$ cat src/rtl/htfc_pkg.sv
// Shared widths, codes and constants for the humidity/temperature frame checker.
package htfc_pkg;

  localparam int unsigned ByteW   = 8;
  localparam int unsigned WordW   = 16;
  localparam int unsigned ValueW  = 15;
  localparam int unsigned StatusW = 2;
  localparam int unsigned CoeffW  = 7;

  // config port
  localparam int unsigned CfgIdxW  = 2;
  localparam int unsigned CfgDataW = CoeffW;

  typedef enum logic [CfgIdxW-1:0] {
    CfgCompCoeff  = 2'd0,
    CfgCompEnable = 2'd1
  } cfg_reg_e;

  typedef enum logic [StatusW-1:0] {
    StOk     = 2'd0,
    StBusErr = 2'd1,
    StCrcErr = 2'd2
  } status_e;

  localparam logic signed [CoeffW-1:0] CoeffReset  = -7'sd15;
  localparam logic                     EnableReset = 1'b1;

  // conversion constants, hundredths of a unit
  localparam logic [WordW-1:0] StatusMask = 16'hFFFC;
  localparam int unsigned      TempMul    = 17572;
  localparam int unsigned      TempOffset = 4685;
  localparam int unsigned      HumMul     = 12500;
  localparam int unsigned      HumOffset  = 600;
  localparam int unsigned      CompRef    = 2500;
  localparam int signed        ValueMin   = -6000;
  localparam int signed        ValueMax   = 16000;

  // compensation product width: (2500 - T) * coeff stays within +-664704
  localparam int unsigned ProdW = 22;

  // floor(p / 100) via bias and reciprocal multiply
  localparam int unsigned DivShift   = 28;
  localparam int unsigned DivMulW    = 22;
  localparam int unsigned DivMul     = (1 << DivShift) / 100 + 1;
  localparam int unsigned DivBiasQ   = 7000;
  localparam int unsigned DivBias    = DivBiasQ * 100;

  localparam logic [ByteW-1:0] CrcPoly = 8'h31;

  // bit-serial CRC-8, MSB first, zero init; only used to build constant tables
  function automatic logic [ByteW-1:0] crc8_serial(logic [WordW-1:0] m);
    logic [ByteW-1:0] crc;
    logic             fb;
    crc = '0;
    for (int i = WordW - 1; i >= 0; i--) begin
      fb  = crc[ByteW-1] ^ m[i];
      crc = {crc[ByteW-2:0], 1'b0};
      if (fb) crc = crc ^ CrcPoly;
    end
    return crc;
  endfunction

  // CRC contribution of each single message bit
  function automatic logic [WordW-1:0][ByteW-1:0] crc8_cols();
    logic [WordW-1:0][ByteW-1:0] cols;
    for (int j = 0; j < WordW; j++) begin
      cols[j] = crc8_serial(WordW'(1) << j);
    end
    return cols;
  endfunction

endpackage

$ cat src/rtl/htfc_crc8.sv
// Parallel CRC-8 (poly 0x131, zero init) over a two-byte word.
module htfc_crc8 (
  input  logic [htfc_pkg::WordW-1:0] data_i,
  output logic [htfc_pkg::ByteW-1:0] crc_o
);
  import htfc_pkg::*;

  localparam logic [WordW-1:0][ByteW-1:0] Cols = crc8_cols();

  // CRC is linear: XOR the column of every set bit
  always_comb begin
    crc_o = '0;
    for (int j = 0; j < WordW; j++) begin
      if (data_i[j]) crc_o = crc_o ^ Cols[j];
    end
  end

endmodule

$ cat src/rtl/htfc_div100.sv
// Floored signed divide by 100 of the compensation product.
module htfc_div100 (
  input  logic signed [htfc_pkg::ProdW-1:0]  prod_i,
  output logic signed [htfc_pkg::ValueW-1:0] quot_o
);
  import htfc_pkg::*;

  localparam int unsigned MulW = ProdW + DivMulW;

  logic [ProdW-1:0]  biased;
  logic [MulW-1:0]   scaled;
  logic [ValueW-1:0] quot_u;

  // bias makes the operand non-negative so the reciprocal floor is exact
  assign biased = prod_i + ProdW'(DivBias);
  assign scaled = MulW'(biased) * MulW'(DivMul);
  assign quot_u = ValueW'(scaled >> DivShift);
  assign quot_o = $signed(quot_u - ValueW'(DivBiasQ));

endmodule

$ cat src/rtl/humidity_temp_frame_check_convert.sv
// Top level: sensor reply CRC check, temperature/humidity conversion and compensation.
//
// Takes one three-byte sensor reply per beat and returns one result beat for it, in order.
// Three register stages (input, conversion, compensation/output) lie between input accept
// and result valid, and a new reply is taken every cycle while the output side keeps up.
// The kept temperature is updated as a reply leaves the input stage, so a humidity reply
// right behind a temperature reply already sees the new value.
// Configuration writes are taken at any time (cfg_ready_o is tied high) and should only
// be issued while no reply is in flight.
module humidity_temp_frame_check_convert (
  input  logic                                   clk_i,
  input  logic                                   rst_ni,
  // config write channel
  input  logic                                   cfg_valid_i,
  output logic                                   cfg_ready_o,
  input  logic [htfc_pkg::CfgIdxW-1:0]           cfg_index_i,
  input  logic [htfc_pkg::CfgDataW-1:0]          cfg_data_i,
  // reply input
  input  logic                                   in_valid_i,
  output logic                                   in_ready_o,
  input  logic                                   func_i,
  input  logic [htfc_pkg::ByteW-1:0]             data_high_i,
  input  logic [htfc_pkg::ByteW-1:0]             data_low_i,
  input  logic [htfc_pkg::ByteW-1:0]             crc_byte_i,
  input  logic                                   read_ok_i,
  // result output
  output logic                                   out_valid_o,
  input  logic                                   out_ready_i,
  output logic                                   kind_o,
  output logic signed [htfc_pkg::ValueW-1:0]     value_o,
  output logic [htfc_pkg::StatusW-1:0]           status_o
);
  import htfc_pkg::*;

  localparam int unsigned TProdW = 31;
  localparam int unsigned HProdW = 30;
  localparam int unsigned SumW   = ValueW + 2;

  // config registers
  logic signed [CoeffW-1:0] coeff_q;
  logic                     comp_en_q;

  // kept temperature
  logic signed [ValueW-1:0] temp_q, temp_d;
  logic                     temp_vld_q, temp_vld_d;

  // input stage
  logic             v0_q;
  logic             func0_q, ok0_q;
  logic [ByteW-1:0] hi0_q, lo0_q, crc0_q;

  // conversion stage
  logic                     v1_q;
  logic                     kind1_q, kind1_d;
  status_e                  status1_q, status1_d;
  logic signed [ValueW-1:0] val1_q, val1_d;
  logic                     comp1_q, comp1_d;
  logic signed [ProdW-1:0]  prod1_q, prod1_d;

  // output stage
  logic                     vo_q;
  logic                     kind_q;
  logic signed [ValueW-1:0] value_q, value_d;
  status_e                  status_q;

  logic rdy0, rdy1, rdy2, adv1;

  assign rdy2       = ~vo_q | out_ready_i;
  assign rdy1       = ~v1_q | rdy2;
  assign rdy0       = ~v0_q | rdy1;
  assign adv1       = v0_q & rdy1;
  assign in_ready_o = rdy0;
  assign cfg_ready_o = 1'b1;

  // ---------------- config ----------------
  always_ff @(posedge clk_i or negedge rst_ni) begin
    if (!rst_ni) begin
      coeff_q   <= CoeffReset;
      comp_en_q <= EnableReset;
    end else if (cfg_valid_i) begin
      case (cfg_index_i)
        CfgCompCoeff:  coeff_q   <= $signed(cfg_data_i[CoeffW-1:0]);
        CfgCompEnable: comp_en_q <= cfg_data_i[0];
        default: ;
      endcase
    end
  end

  // ---------------- input stage ----------------
  always_ff @(posedge clk_i or negedge rst_ni) begin
    if (!rst_ni) begin
      v0_q <= 1'b0;
    end else if (rdy0) begin
      v0_q <= in_valid_i;
    end
  end

  always_ff @(posedge clk_i) begin
    if (in_valid_i && rdy0) begin
      func0_q <= func_i;
      hi0_q   <= data_high_i;
      lo0_q   <= data_low_i;
      crc0_q  <= crc_byte_i;
      ok0_q   <= read_ok_i;
    end
  end

  // ---------------- conversion ----------------
  logic [WordW-1:0]          word0, raw0;
  logic [ByteW-1:0]          crc_calc;
  logic [TProdW-1:0]         t_prod;
  logic [HProdW-1:0]         h_prod;
  logic signed [WordW-1:0]   t_full, h_full, diff;
  logic signed [ProdW:0]     prod_full;

  assign word0 = {hi0_q, lo0_q};
  assign raw0  = word0 & StatusMask;

  htfc_crc8 u_crc8 (
    .data_i (word0),
    .crc_o  (crc_calc)
  );

  assign t_prod = TProdW'(raw0) * TProdW'(TempMul);
  assign h_prod = HProdW'(raw0) * HProdW'(HumMul);
  assign t_full = $signed({1'b0, t_prod[TProdW-1:WordW]}) - $signed(WordW'(TempOffset));
  assign h_full = $signed({2'b0, h_prod[HProdW-1:WordW]}) - $signed(WordW'(HumOffset));

  // compensation product uses the kept temperature
  assign diff      = $signed(WordW'(CompRef)) - $signed({temp_q[ValueW-1], temp_q});
  assign prod_full = diff * coeff_q;
  assign prod1_d   = prod_full[ProdW-1:0];

  always_comb begin
    kind1_d    = func0_q;
    status1_d  = StOk;
    val1_d     = '0;
    comp1_d    = 1'b0;
    temp_d     = temp_q;
    temp_vld_d = temp_vld_q;
    if (!ok0_q) begin
      status1_d = StBusErr;
    end else if (crc_calc != crc0_q) begin
      status1_d = StCrcErr;
    end
    if (status1_d == StOk) begin
      if (!func0_q) begin
        val1_d     = t_full[ValueW-1:0];
        temp_d     = t_full[ValueW-1:0];
        temp_vld_d = 1'b1;
      end else begin
        val1_d  = h_full[ValueW-1:0];
        comp1_d = comp_en_q & temp_vld_q;
      end
    end else if (!func0_q) begin
      temp_vld_d = 1'b0;
    end
  end

  always_ff @(posedge clk_i or negedge rst_ni) begin
    if (!rst_ni) begin
      temp_q     <= '0;
      temp_vld_q <= 1'b0;
      v1_q       <= 1'b0;
    end else begin
      if (adv1) begin
        temp_q     <= temp_d;
        temp_vld_q <= temp_vld_d;
      end
      if (rdy1) v1_q <= v0_q;
    end
  end

  always_ff @(posedge clk_i) begin
    if (adv1) begin
      kind1_q   <= kind1_d;
      status1_q <= status1_d;
      val1_q    <= val1_d;
      comp1_q   <= comp1_d;
      prod1_q   <= prod1_d;
    end
  end

  // ---------------- compensation ----------------
  logic signed [ValueW-1:0] comp_term;
  logic signed [SumW-1:0]   sum;

  htfc_div100 u_div100 (
    .prod_i (prod1_q),
    .quot_o (comp_term)
  );

  assign sum = SumW'(val1_q) + SumW'(comp_term);

  always_comb begin
    value_d = val1_q;
    if (comp1_q) begin
      if (sum > SumW'(ValueMax)) begin
        value_d = ValueW'(ValueMax);
      end else if (sum < SumW'(ValueMin)) begin
        value_d = ValueW'(ValueMin);
      end else begin
        value_d = sum[ValueW-1:0];
      end
    end
  end

  always_ff @(posedge clk_i or negedge rst_ni) begin
    if (!rst_ni) begin
      vo_q <= 1'b0;
    end else if (rdy2) begin
      vo_q <= v1_q;
    end
  end

  always_ff @(posedge clk_i) begin
    if (v1_q && rdy2) begin
      kind_q   <= kind1_q;
      value_q  <= value_d;
      status_q <= status1_q;
    end
  end

  assign out_valid_o = vo_q;
  assign kind_o      = kind_q;
  assign value_o     = value_q;
  assign status_o    = status_q;

endmodule
$ cat config.mk
export PLATFORM = sky130hd
export DESIGN_NAME = humidity_temp_frame_check_convert
export DESIGN_NICKNAME = d
export VERILOG_FILES = /design/src/rtl/htfc_pkg.sv /design/src/rtl/htfc_crc8.sv /design/src/rtl/htfc_div100.sv /design/src/rtl/humidity_temp_frame_check_convert.sv
export SDC_FILE = /design/constraint.sdc
export NUM_CORES = 1
export LEC_CHECK = 0
export ABC_AREA = 1
export BUFFER_PORTS_ARGS = -buffer_cell sky130_fd_sc_hd__buf_4
export CAP_MARGIN = 0
export CORE_UTILIZATION = 50
export DETAILED_ROUTE_END_ITERATION = 10
export PLACE_DENSITY_LB_ADDON = 0.15
export SLEW_MARGIN = 20
export SYNTH_ARGS = -nofsm -noshare
export SYNTH_HDL_FRONTEND = slang
export SYNTH_SLANG_ARGS = --single-unit
$ cat constraint.sdc
create_clock -name clk_i -period 21.3 [get_ports clk_i]
set_input_delay 1.065 -clock clk_i [delete_from_list [all_inputs] [get_ports clk_i]]
set_output_delay 1.065 -clock clk_i [all_outputs]
set_load 0.1 [all_outputs]
Word level (Yosys, flattened, before mapping)
Cells that the tools add are included.
{"block": "word_totals", "reg_bits": 112, "output_inout_bits": 21, "elab_cells": 92}
{"block": "classes", "add_sub_neg": 6, "mul": 4, "magnitude_cmp": 2, "eq_ne": 2, "n_mux": 25, "bitwise_logic": 24, "n_reduce_logical": 9}
{"cell": "$mux W8", "count": 8}
{"cell": "$mux W15", "count": 4}
{"cell": "$mul A22 B22 Y43 const B", "count": 1}
{"cell": "$not A5 Y5", "count": 8}
{"cell": "$sub A15 B13 Y15 const B", "count": 2}
{"cell": "$mux W7", "count": 4}
{"cell": "$mul A14 B13 Y27 const B", "count": 1}
{"cell": "$mul A14 B12 Y26 const B", "count": 1}
{"cell": "$mux W6", "count": 4}
{"cell": "$add A22 B20 Y22 const B", "count": 1}
{"cell": "$mul A16 B7 Y22", "count": 1}
{"cell": "$add A15 B15 Y16", "count": 1}
{"cell": "$gt A16 B15 Y1 const B", "count": 1}
{"cell": "$lt A16 B14 Y1 const B", "count": 1}
{"cell": "$sub A13 B15 Y16 const A", "count": 1}
{"cell": "$not A3 Y3", "count": 5}
{"cell": "$sub A14 B10 Y15 const B", "count": 1}
{"cell": "$ne A8 B8 Y1", "count": 1}
{"cell": "$reduce_and A2 Y1", "count": 4}
{"cell": "$not A2 Y3", "count": 2}
{"cell": "$logic_not A2 Y1", "count": 2}
{"cell": "$mux W2", "count": 2}
{"cell": "$not A1 Y1", "count": 4}
{"cell": "$mux W1", "count": 3}
{"cell": "5 further kinds", "count": 9}

Longest topological paths before layout
Gate-level depths: netlist (run 1).
{"block": "depth", "depth_word": 36, "mapped_depth": 66, "ltp_nobuf": 65}

Hierarchy
From an unflattened synthesis (run 1), not the netlist that was laid out.
{"block": "unflattened", "cells_unflattened": 3565, "area_unflattened_um2": 27082.2}
{"mod": "humidity_temp_frame_check_convert", "instances": 1, "cells_per_inst": 1927, "area_each_um2": 15492.4, "seq_area_each_um2": 3234.4}
{"mod": "htfc_div100", "instances": 1, "cells_per_inst": 1461, "area_each_um2": 10764.1, "seq_area_each_um2": 0.0}
{"mod": "htfc_crc8", "instances": 1, "cells_per_inst": 177, "area_each_um2": 825.8, "seq_area_each_um2": 0.0}

Worst setup path before layout (run 1)
OpenSTA, ideal clock, no wires.
{"block": "synth_path", "path_type": "flip-flop to flip-flop", "from": "register prod1_q[5]", "to": "register value_q[11] (netlist: value_o[11]) (data pin)", "t_arrival_ns": 8.963, "t_required_ns": 21.047, "setup_slack_ns": 12.084, "stages_incl_launch_ff": 52, "synth_period_minus_slack_ns": 9.216, "path_cell_list": "edfxtp_1 -> inv_1 -> ha_1 -> nor3_2 -> nor3_1 -> nand2_1 -> nand2_1 -> a21oi_2 -> xor2_1 -> inv_1 -> ha_1 -> inv_1 -> fa_1 -> inv_1 -> fa_1 -> fa_1 -> fa_1 -> fa_1 -> [... 16 more ...] -> nand2_1 -> nand2_1 -> nand2_1 -> xor2_1 -> ha_1 -> a21oi_1 -> a21boi_0 -> nand3_1 -> or2_1 -> nand2_1 -> nor2_1 -> a21oi_1 -> nand2_1 -> nand3_1 -> buf_2 -> nand2_1 -> nor2_1 -> nor2_1"}
{"block": "synth_via", "elab_chain_len": 8, "elab_cells_between_ends": 9, "classes_between": "add/sub (3); mul (1); order compare (2); mux (3)"}
{"element": "start, declared", "line_no": "humidity_temp_frame_check_convert.sv:58", "source": "logic signed [ProdW-1:0] prod1_q, prod1_d;"}
{"element": "start signal, assigned", "line_no": "humidity_temp_frame_check_convert.sv:180", "source": "prod1_q <= prod1_d;"}
{"element": "$add A22 B20 Y22 (*)", "line_no": "htfc_div100.sv:15", "source": "assign biased = prod_i + ProdW'(DivBias);"}
{"element": "$mul A22 B22 Y43 (*)", "line_no": "htfc_div100.sv:16", "source": "assign scaled = MulW'(biased) * MulW'(DivMul);"}
{"element": "$sub A15 B13 Y15 (*)", "line_no": "htfc_div100.sv:18", "source": "assign quot_o = $signed(quot_u - ValueW'(DivBiasQ));"}
{"element": "$add A15 B15 Y16 (*)", "line_no": "humidity_temp_frame_check_convert.sv:193", "source": "assign sum = SumW'(val1_q) + SumW'(comp_term);"}
{"element": "$lt A16 B14 Y1", "line_no": "humidity_temp_frame_check_convert.sv:200", "source": "end else if (sum < SumW'(ValueMin)) begin"}
{"element": "$mux W15", "line_no": "humidity_temp_frame_check_convert.sv:200"}
{"element": "$mux W15 (*)", "line_no": "humidity_temp_frame_check_convert.sv:198", "source": "if (sum > SumW'(ValueMax)) begin"}
{"element": "$mux W15 (*)", "line_no": "humidity_temp_frame_check_convert.sv:197", "source": "if (comp1_q) begin"}
{"element": "named net value_d[11]", "line_no": "humidity_temp_frame_check_convert.sv:63", "source": "logic signed [ValueW-1:0] value_q, value_d;"}
{"element": "end signal, assigned", "line_no": "humidity_temp_frame_check_convert.sv:219", "source": "value_q <= value_d;"}
{"element": "end, declared", "line_no": "humidity_temp_frame_check_convert.sv:63"}
Mark *: on every way through the listed nets, which the timed path passes. The rest lies on a longest branch.
A chain may end at the register's enable or synchronous reset.

Worst setup path after layout (run 1)
{"block": "layout_path", "from": "register prod1_q[5]", "to": "register value_q[1] (netlist: value_o[1]) (data pin)"}
Same word-level chain as after synthesis.

==> results of run 1 <==
## worst paths after layout
kind / from / to
min: status1_q[0] / status_o[0]
min in group asynchronous: rst_ni / v1_q
max: prod1_q[5] / value_o[1]
max reg2reg: prod1_q[5] / value_o[1]
min reg2reg: status1_q[0] / status_o[0]
max in group asynchronous: rst_ni / coeff_q[0]
## cell usage in the layout, fill, tap and decap left out, drive strengths merged, types with 4 or more instances in the layout
master  instances
inv           760
or2            10
a21oi         153
dfrtp          22
buf            60
xor2           79
nand4          27
clkinv          4
o21bai         13
fa            310
ha            450
o21ai          95
o21a            4
nor2          262
edfxtp         85
and2            8
nand3         114
a21o            8
nor3           26
clkbuf          9
nand3b         10
xnor2          58
dfstp           5
nand2         689
a31oi           6
## Yosys cell counts (10+ instances only)
cell,count
nor3_1,24
o21bai_1,13
nand3b_1,10
nand2_1,685
nor2_1,257
a21oi_1,145
xor2_1,75
nand3_1,114
inv_1,754
ha_1,450
clkbuf_1,14
edfxtp_1,85
nand4_1,26
o21ai_0,90
xnor2_1,55
dfrtp_1,22
fa_1,310
## flip-flops by register name, indices dropped and copies added (netlist names)
name,flops
kind1_q,1
hi0_q,8
v1_q,1
ok0_q,1
v0_q,1
status1_q,2
crc0_q,8
func0_q,1
status_o,2
kind_o,1
temp_vld_q,1
comp_en_q,1
lo0_q,8
comp1_q,1
coeff_q,7
value_o,15
val1_q,15
prod1_q,22
temp_q,15
out_valid_o,1
## routing by layer
layer / share of wire / track usage
met1: 0.46 / 0.3516
met4: 0.024 / 0.07257
met5: 0 / 0
met2: 0.47 / 0.4302
met3: 0.047 / 0.03718
## metrics by stage
stage          instances  worst slack, ps  cell area [sq um]  hold WS (ps)    util
6_report            3963            10550              27150         430.8  0.5390
5_1_grt             3963             9643              27150         436.9  0.5390
4_1_cts             3963            10650              27150         432.0  0.5390
3_5_place_dp        3947            10670              26840         407.4  0.5327
3_3_place_gp        3947            10900              26840         403.6  0.5327
2_1_floorplan       3242            12080              25690         400.3       -
## critical path, delay by kind of cell, from the launching register on
| kind | cells | cell delay [ps] |
|---|---|---|
| adders and majority gates | 10 | 4430 |
| AOI/OAI and AO/OA | 3 | 590 |
| DFF | 1 | 440 |
| xor gates and xnor gates | 3 | 960 |
| buffers and inverters | 7 | 730 |
| and+or+nand+nor | 22 | 3360 |
## area by class of cell
cell class / instances / area (sq um)
well taps: 672 / 840.8
fillers: 4837 / 23220
clock buffers: 9 / 225.2
flip-flops and latches: 112 / 3234
repair buffers: 60 / 450.4
clock inverters: 7 / 93.84
inverters: 757 / 2841
multi-input cells: 2346 / 19470
## kinds of logic (layout without fill, tap and decap cells)
logic type | after synthesis | after routing | synth area share
simple gates | 1153 | 1153 | 0.1837
buf+inv | 784 | 833 | 0.1164
mux | 2 | 2 | 0.0008766
flops | 112 | 112 | 0.1259
fa+ha+maj | 760 | 760 | 0.4607
compound gates | 292 | 292 | 0.06258
xor+xnor | 138 | 138 | 0.04963
other cells | 1 | 1 | 0.0001460
==> impl_metrics.yaml, run 1 <==
timing:
  finalSetupViolCount: 0
  fin_crit_ps: 10750
  tightest_slew_ps: 1012
  skew_ps: 25.42
  final-max-slew-violation-count: 0
  rsz0062_at_grt: "no"
  max-slew-margin-rel: 0.3256
  post-route-period-util: 0.5045
  fmax_mhz: 93.06
  setup_tns_ps: 0
  finalHoldViolCount: 0
cts:
  cts_resized: 0
  cts_max_level: 3
  cts-buffers-inserted: 9
  cts_tree: "yes"
  clk_latency_ps: 410
  clock-root-buffer: "clkbuf_16"
  clk_pin_slew_ps: 100
  ctsHoldBuffers: 0
  cts_sinks: 112
  cts_setup_buffers: 0
  clockBufferDepth: 2
setup_path:
  crit_top_cell: "nand2_1"
  ff2ff_setup_slack_ps: 10550
  worstPathArrival_ps: 10890
  worst_ep_required_time_ps: 21450
  slowest_stage: "fa_1"
  worstRegToRegCells: 45
  end_kind: "register"
  max_stage_delay_ps: 550
  critPathLaunchType: "register"
  worstSetupPathType: "reg -> reg"
  crit_fanout: 12
route:
  drt_pass1_iterations: 6
  ant_nets: 0
  remaining_drc_errors: 0
  wl_um: 65790
  drt-initial-drc-count: 1272
  via_per_inst: 5.166
  vias: 20470
  wire_per_inst_um: 16.60
logic_synthesis:
  ys_ff_latch: 112
  synthArstFlopShare: 0.2411
  seq_area_frac_synth: 0.1259
  syn_area_sq_um: 25690
  synth_area_leaders: "fa_1, ha_1, inv_1"
  synth-main-ff-cell: "edfxtp_1"
  avgSynthCellArea_sq_um: 7.924
  synth_area_leader_cell: "fa_1"
  synthCells: 3242
  synth_edf_count: 85
  ys_types: 59
  syn_nets: 4042
  yosysTopAreaCellShare: 0.2416
  ys_warn_count: 0
global_routing:
  antenna_found_initial: 0
  first_global_vias: 20920
  grt_pass1_wl_um: 107300
  grt.overflow.total: 0
  grt_max_degree: 43
  globalRouteTotalUtil: 0.2592
layout:
  num_antenna_cells: 0
  nets: 4086
  drive_above_1_share: 0.03737
  area_delta_synth_final_pct: 5.698
floorplan:
  fp.dieH_um: 228.7
  die_x_um: 228.7
  dieArea_sq_um: 52290
  io_pins: 61
  core_area_sq_um: 50380
  rows: 82
  initial_utilization: 0.5100
place:
  gp_congestion: 0.9881
  io_buffers: 59
  dp_hpwl_um: 58150
hold_path:
  whs_path_depth: 0
  holdCritPathClass: "reg -> reg"
run:
  cap_violations: 0
run_status:
  status: "finished, final reports clean"
Power of run 1 is left out: the tool's default activity adds up to more than one toggle a clock period on the data nets, which glitch-free logic cannot reach.
==> run 2: changes to the inputs <==
Clock period 21.3 ns to 10.3 ns, I/O delays scaled along.
==> impl_metrics.yaml, run 2 (synthesis results as in run 1) <==
layout:
  layout_common_cells: "inv_1, nand2_1, ha_1"
  fin_util: 0.5438
  num_antenna_cells: 0
  max_flop_register: "prod1_q"
  post-route-cell-area_sq_um: 27400
  largest_reg_flops: 22
  fillCellCount: 4808
  area_delta_synth_final_pct: 6.638
  nets: 4104
  mostFrequentLayoutCell: "inv_1"
  drive_above_1_share: 0.04926
setup_path:
  timing.rr.start: "prod1_q[5]"
  ff2ff_setup_slack_ps: 570
  path_delay_family: "adder cells"
  max_stage_delay_ps: 550
  worstPathArrival_ps: 9880
  crit_top_cell: "nand2_1"
  path_buf_inv: 7
  worstRegToRegCells: 49
  worst_ep_required_time_ps: 10450
  critPathLaunchType: "register"
  slowest_stage: "fa_1"
  worstSetupPathType: "reg -> reg"
  r2r-end: "value_o[8]"
  crit_fanout: 9
  end_kind: "register"
timing:
  fmax_mhz: 102.8
  setup_tns_ps: 0
  tightest_slew_ps: 1037
  finalSetupViolCount: 0
  post-route-period-util: 0.9443
  skew_ps: 17.31
  fin_crit_ps: 9726
  finalHoldViolCount: 0
  max-slew-margin-rel: 0.3089
  whs_ps: 67.31
  final-max-slew-violation-count: 0
place:
  dpl_cell_area_sq_um: 26950
  dp_hpwl_um: 58140
  io_buffers: 59
  gp_congestion: 1.040
route:
  via_per_inst: 5.172
  vias: 20590
  drt-initial-drc-count: 1301
  remaining_drc_errors: 0
  wire_per_inst_um: 16.49
  ant_nets: 0
  wl_um: 65650
  drt_pass1_iterations: 6
global_routing:
  antenna_found_initial: 0
  first_global_vias: 20860
  grt_max_degree: 43
  globalRouteTotalUtil: 0.2578
  grt.overflow.total: 0
  grt_pass1_wl_um: 106500
cts:
  clk_pin_slew_ps: 80
  clockBufferDepth: 2
  ctsHoldBuffers: 0
  cts_tree: "yes"
  cts_sinks: 112
  clk_latency_ps: 400
  clock-root-buffer: "clkbuf_16"
  cts-buffers-inserted: 9
  cts_max_level: 3
run_status:
  status: "finished, final reports clean"
floorplan:
  core_area_sq_um: 50380
  dieArea_sq_um: 52290
  rows: 82
  die_x_um: 228.7
  io_pins: 61
  initial_utilization: 0.5100
  fp.dieH_um: 228.7
run:
  cap_violations: 0
hold_path:
  holdCritPathClass: "in -> async"
## run 2: cell types whose count changed in the layout (fill, tap and decap cells not counted), sizes merged
cell,before,now
clkinv,4,6
inv,760,758
buf,60,78
## run 2: metrics by stage
stage | worst slack (ps) | instances
4_1_cts | 5.624 | 3978
6_report | 573.6 | 3981
5_1_grt | -18.52 | 3981
2_1_floorplan | 1084 | 3242
3_3_place_gp | 283.2 | 3962
3_5_place_dp | 45.45 | 3962
## run 2: how the worst max path moves through the flow
stage                           from     endpoint  slack (ps)  cells after the start
after floorplan           prod1_q[5]  value_o[11]        1080                     51
after global placement    prod1_q[5]   value_o[4]         280                     48
after detailed placement  prod1_q[5]   value_o[0]          50                     49
after CTS                 prod1_q[5]   value_o[8]           6                     49
after global routing      prod1_q[5]   value_o[0]         -20                     55
final                     prod1_q[5]   value_o[8]         570                     49
## run 2: cell type report
type                            instances  area [sq um]  share of cell area
Multi-Input combinational cell       2346         19570              0.7143
Sequential cell                       112          3234              0.1181
Timing Repair Buffer                   78         585.6             0.02137
Inverter                              757          2841              0.1037
Tap cell                              672         840.8             0.03069
Clock inverter                          7         98.84            0.003608
Clock buffer                            9         225.2            0.008221
## run 2: layer usage
layer,global-route usage,part of all wire,routed length (um)
met1,0.3491,0.46,30470
met4,0.07215,0.024,1587
met2,0.4362,0.47,31150
met3,0.02745,0.037,2439
met5,0,0,0
## run 2: repair_timing
action | 4_1_cts | 5_1_grt
resized for setup | 0 | 25
setup buffers | 0 | 3
endpoints found under the setup margin | 0 | 14
## run 2: worst reg2reg max path: cells and delay by family, from the launching register on
family                   cells  cell delay [ps]
adder cells (fa/ha/maj)     10             3800
AND/OR/NAND/NOR             25             3110
AO/OA/AOI/OAI                4              830
flip-flops                   1              440
XOR/XNOR                     3              580
buffers and inverters        7              740
Power of run 2 is left out for the same reason.
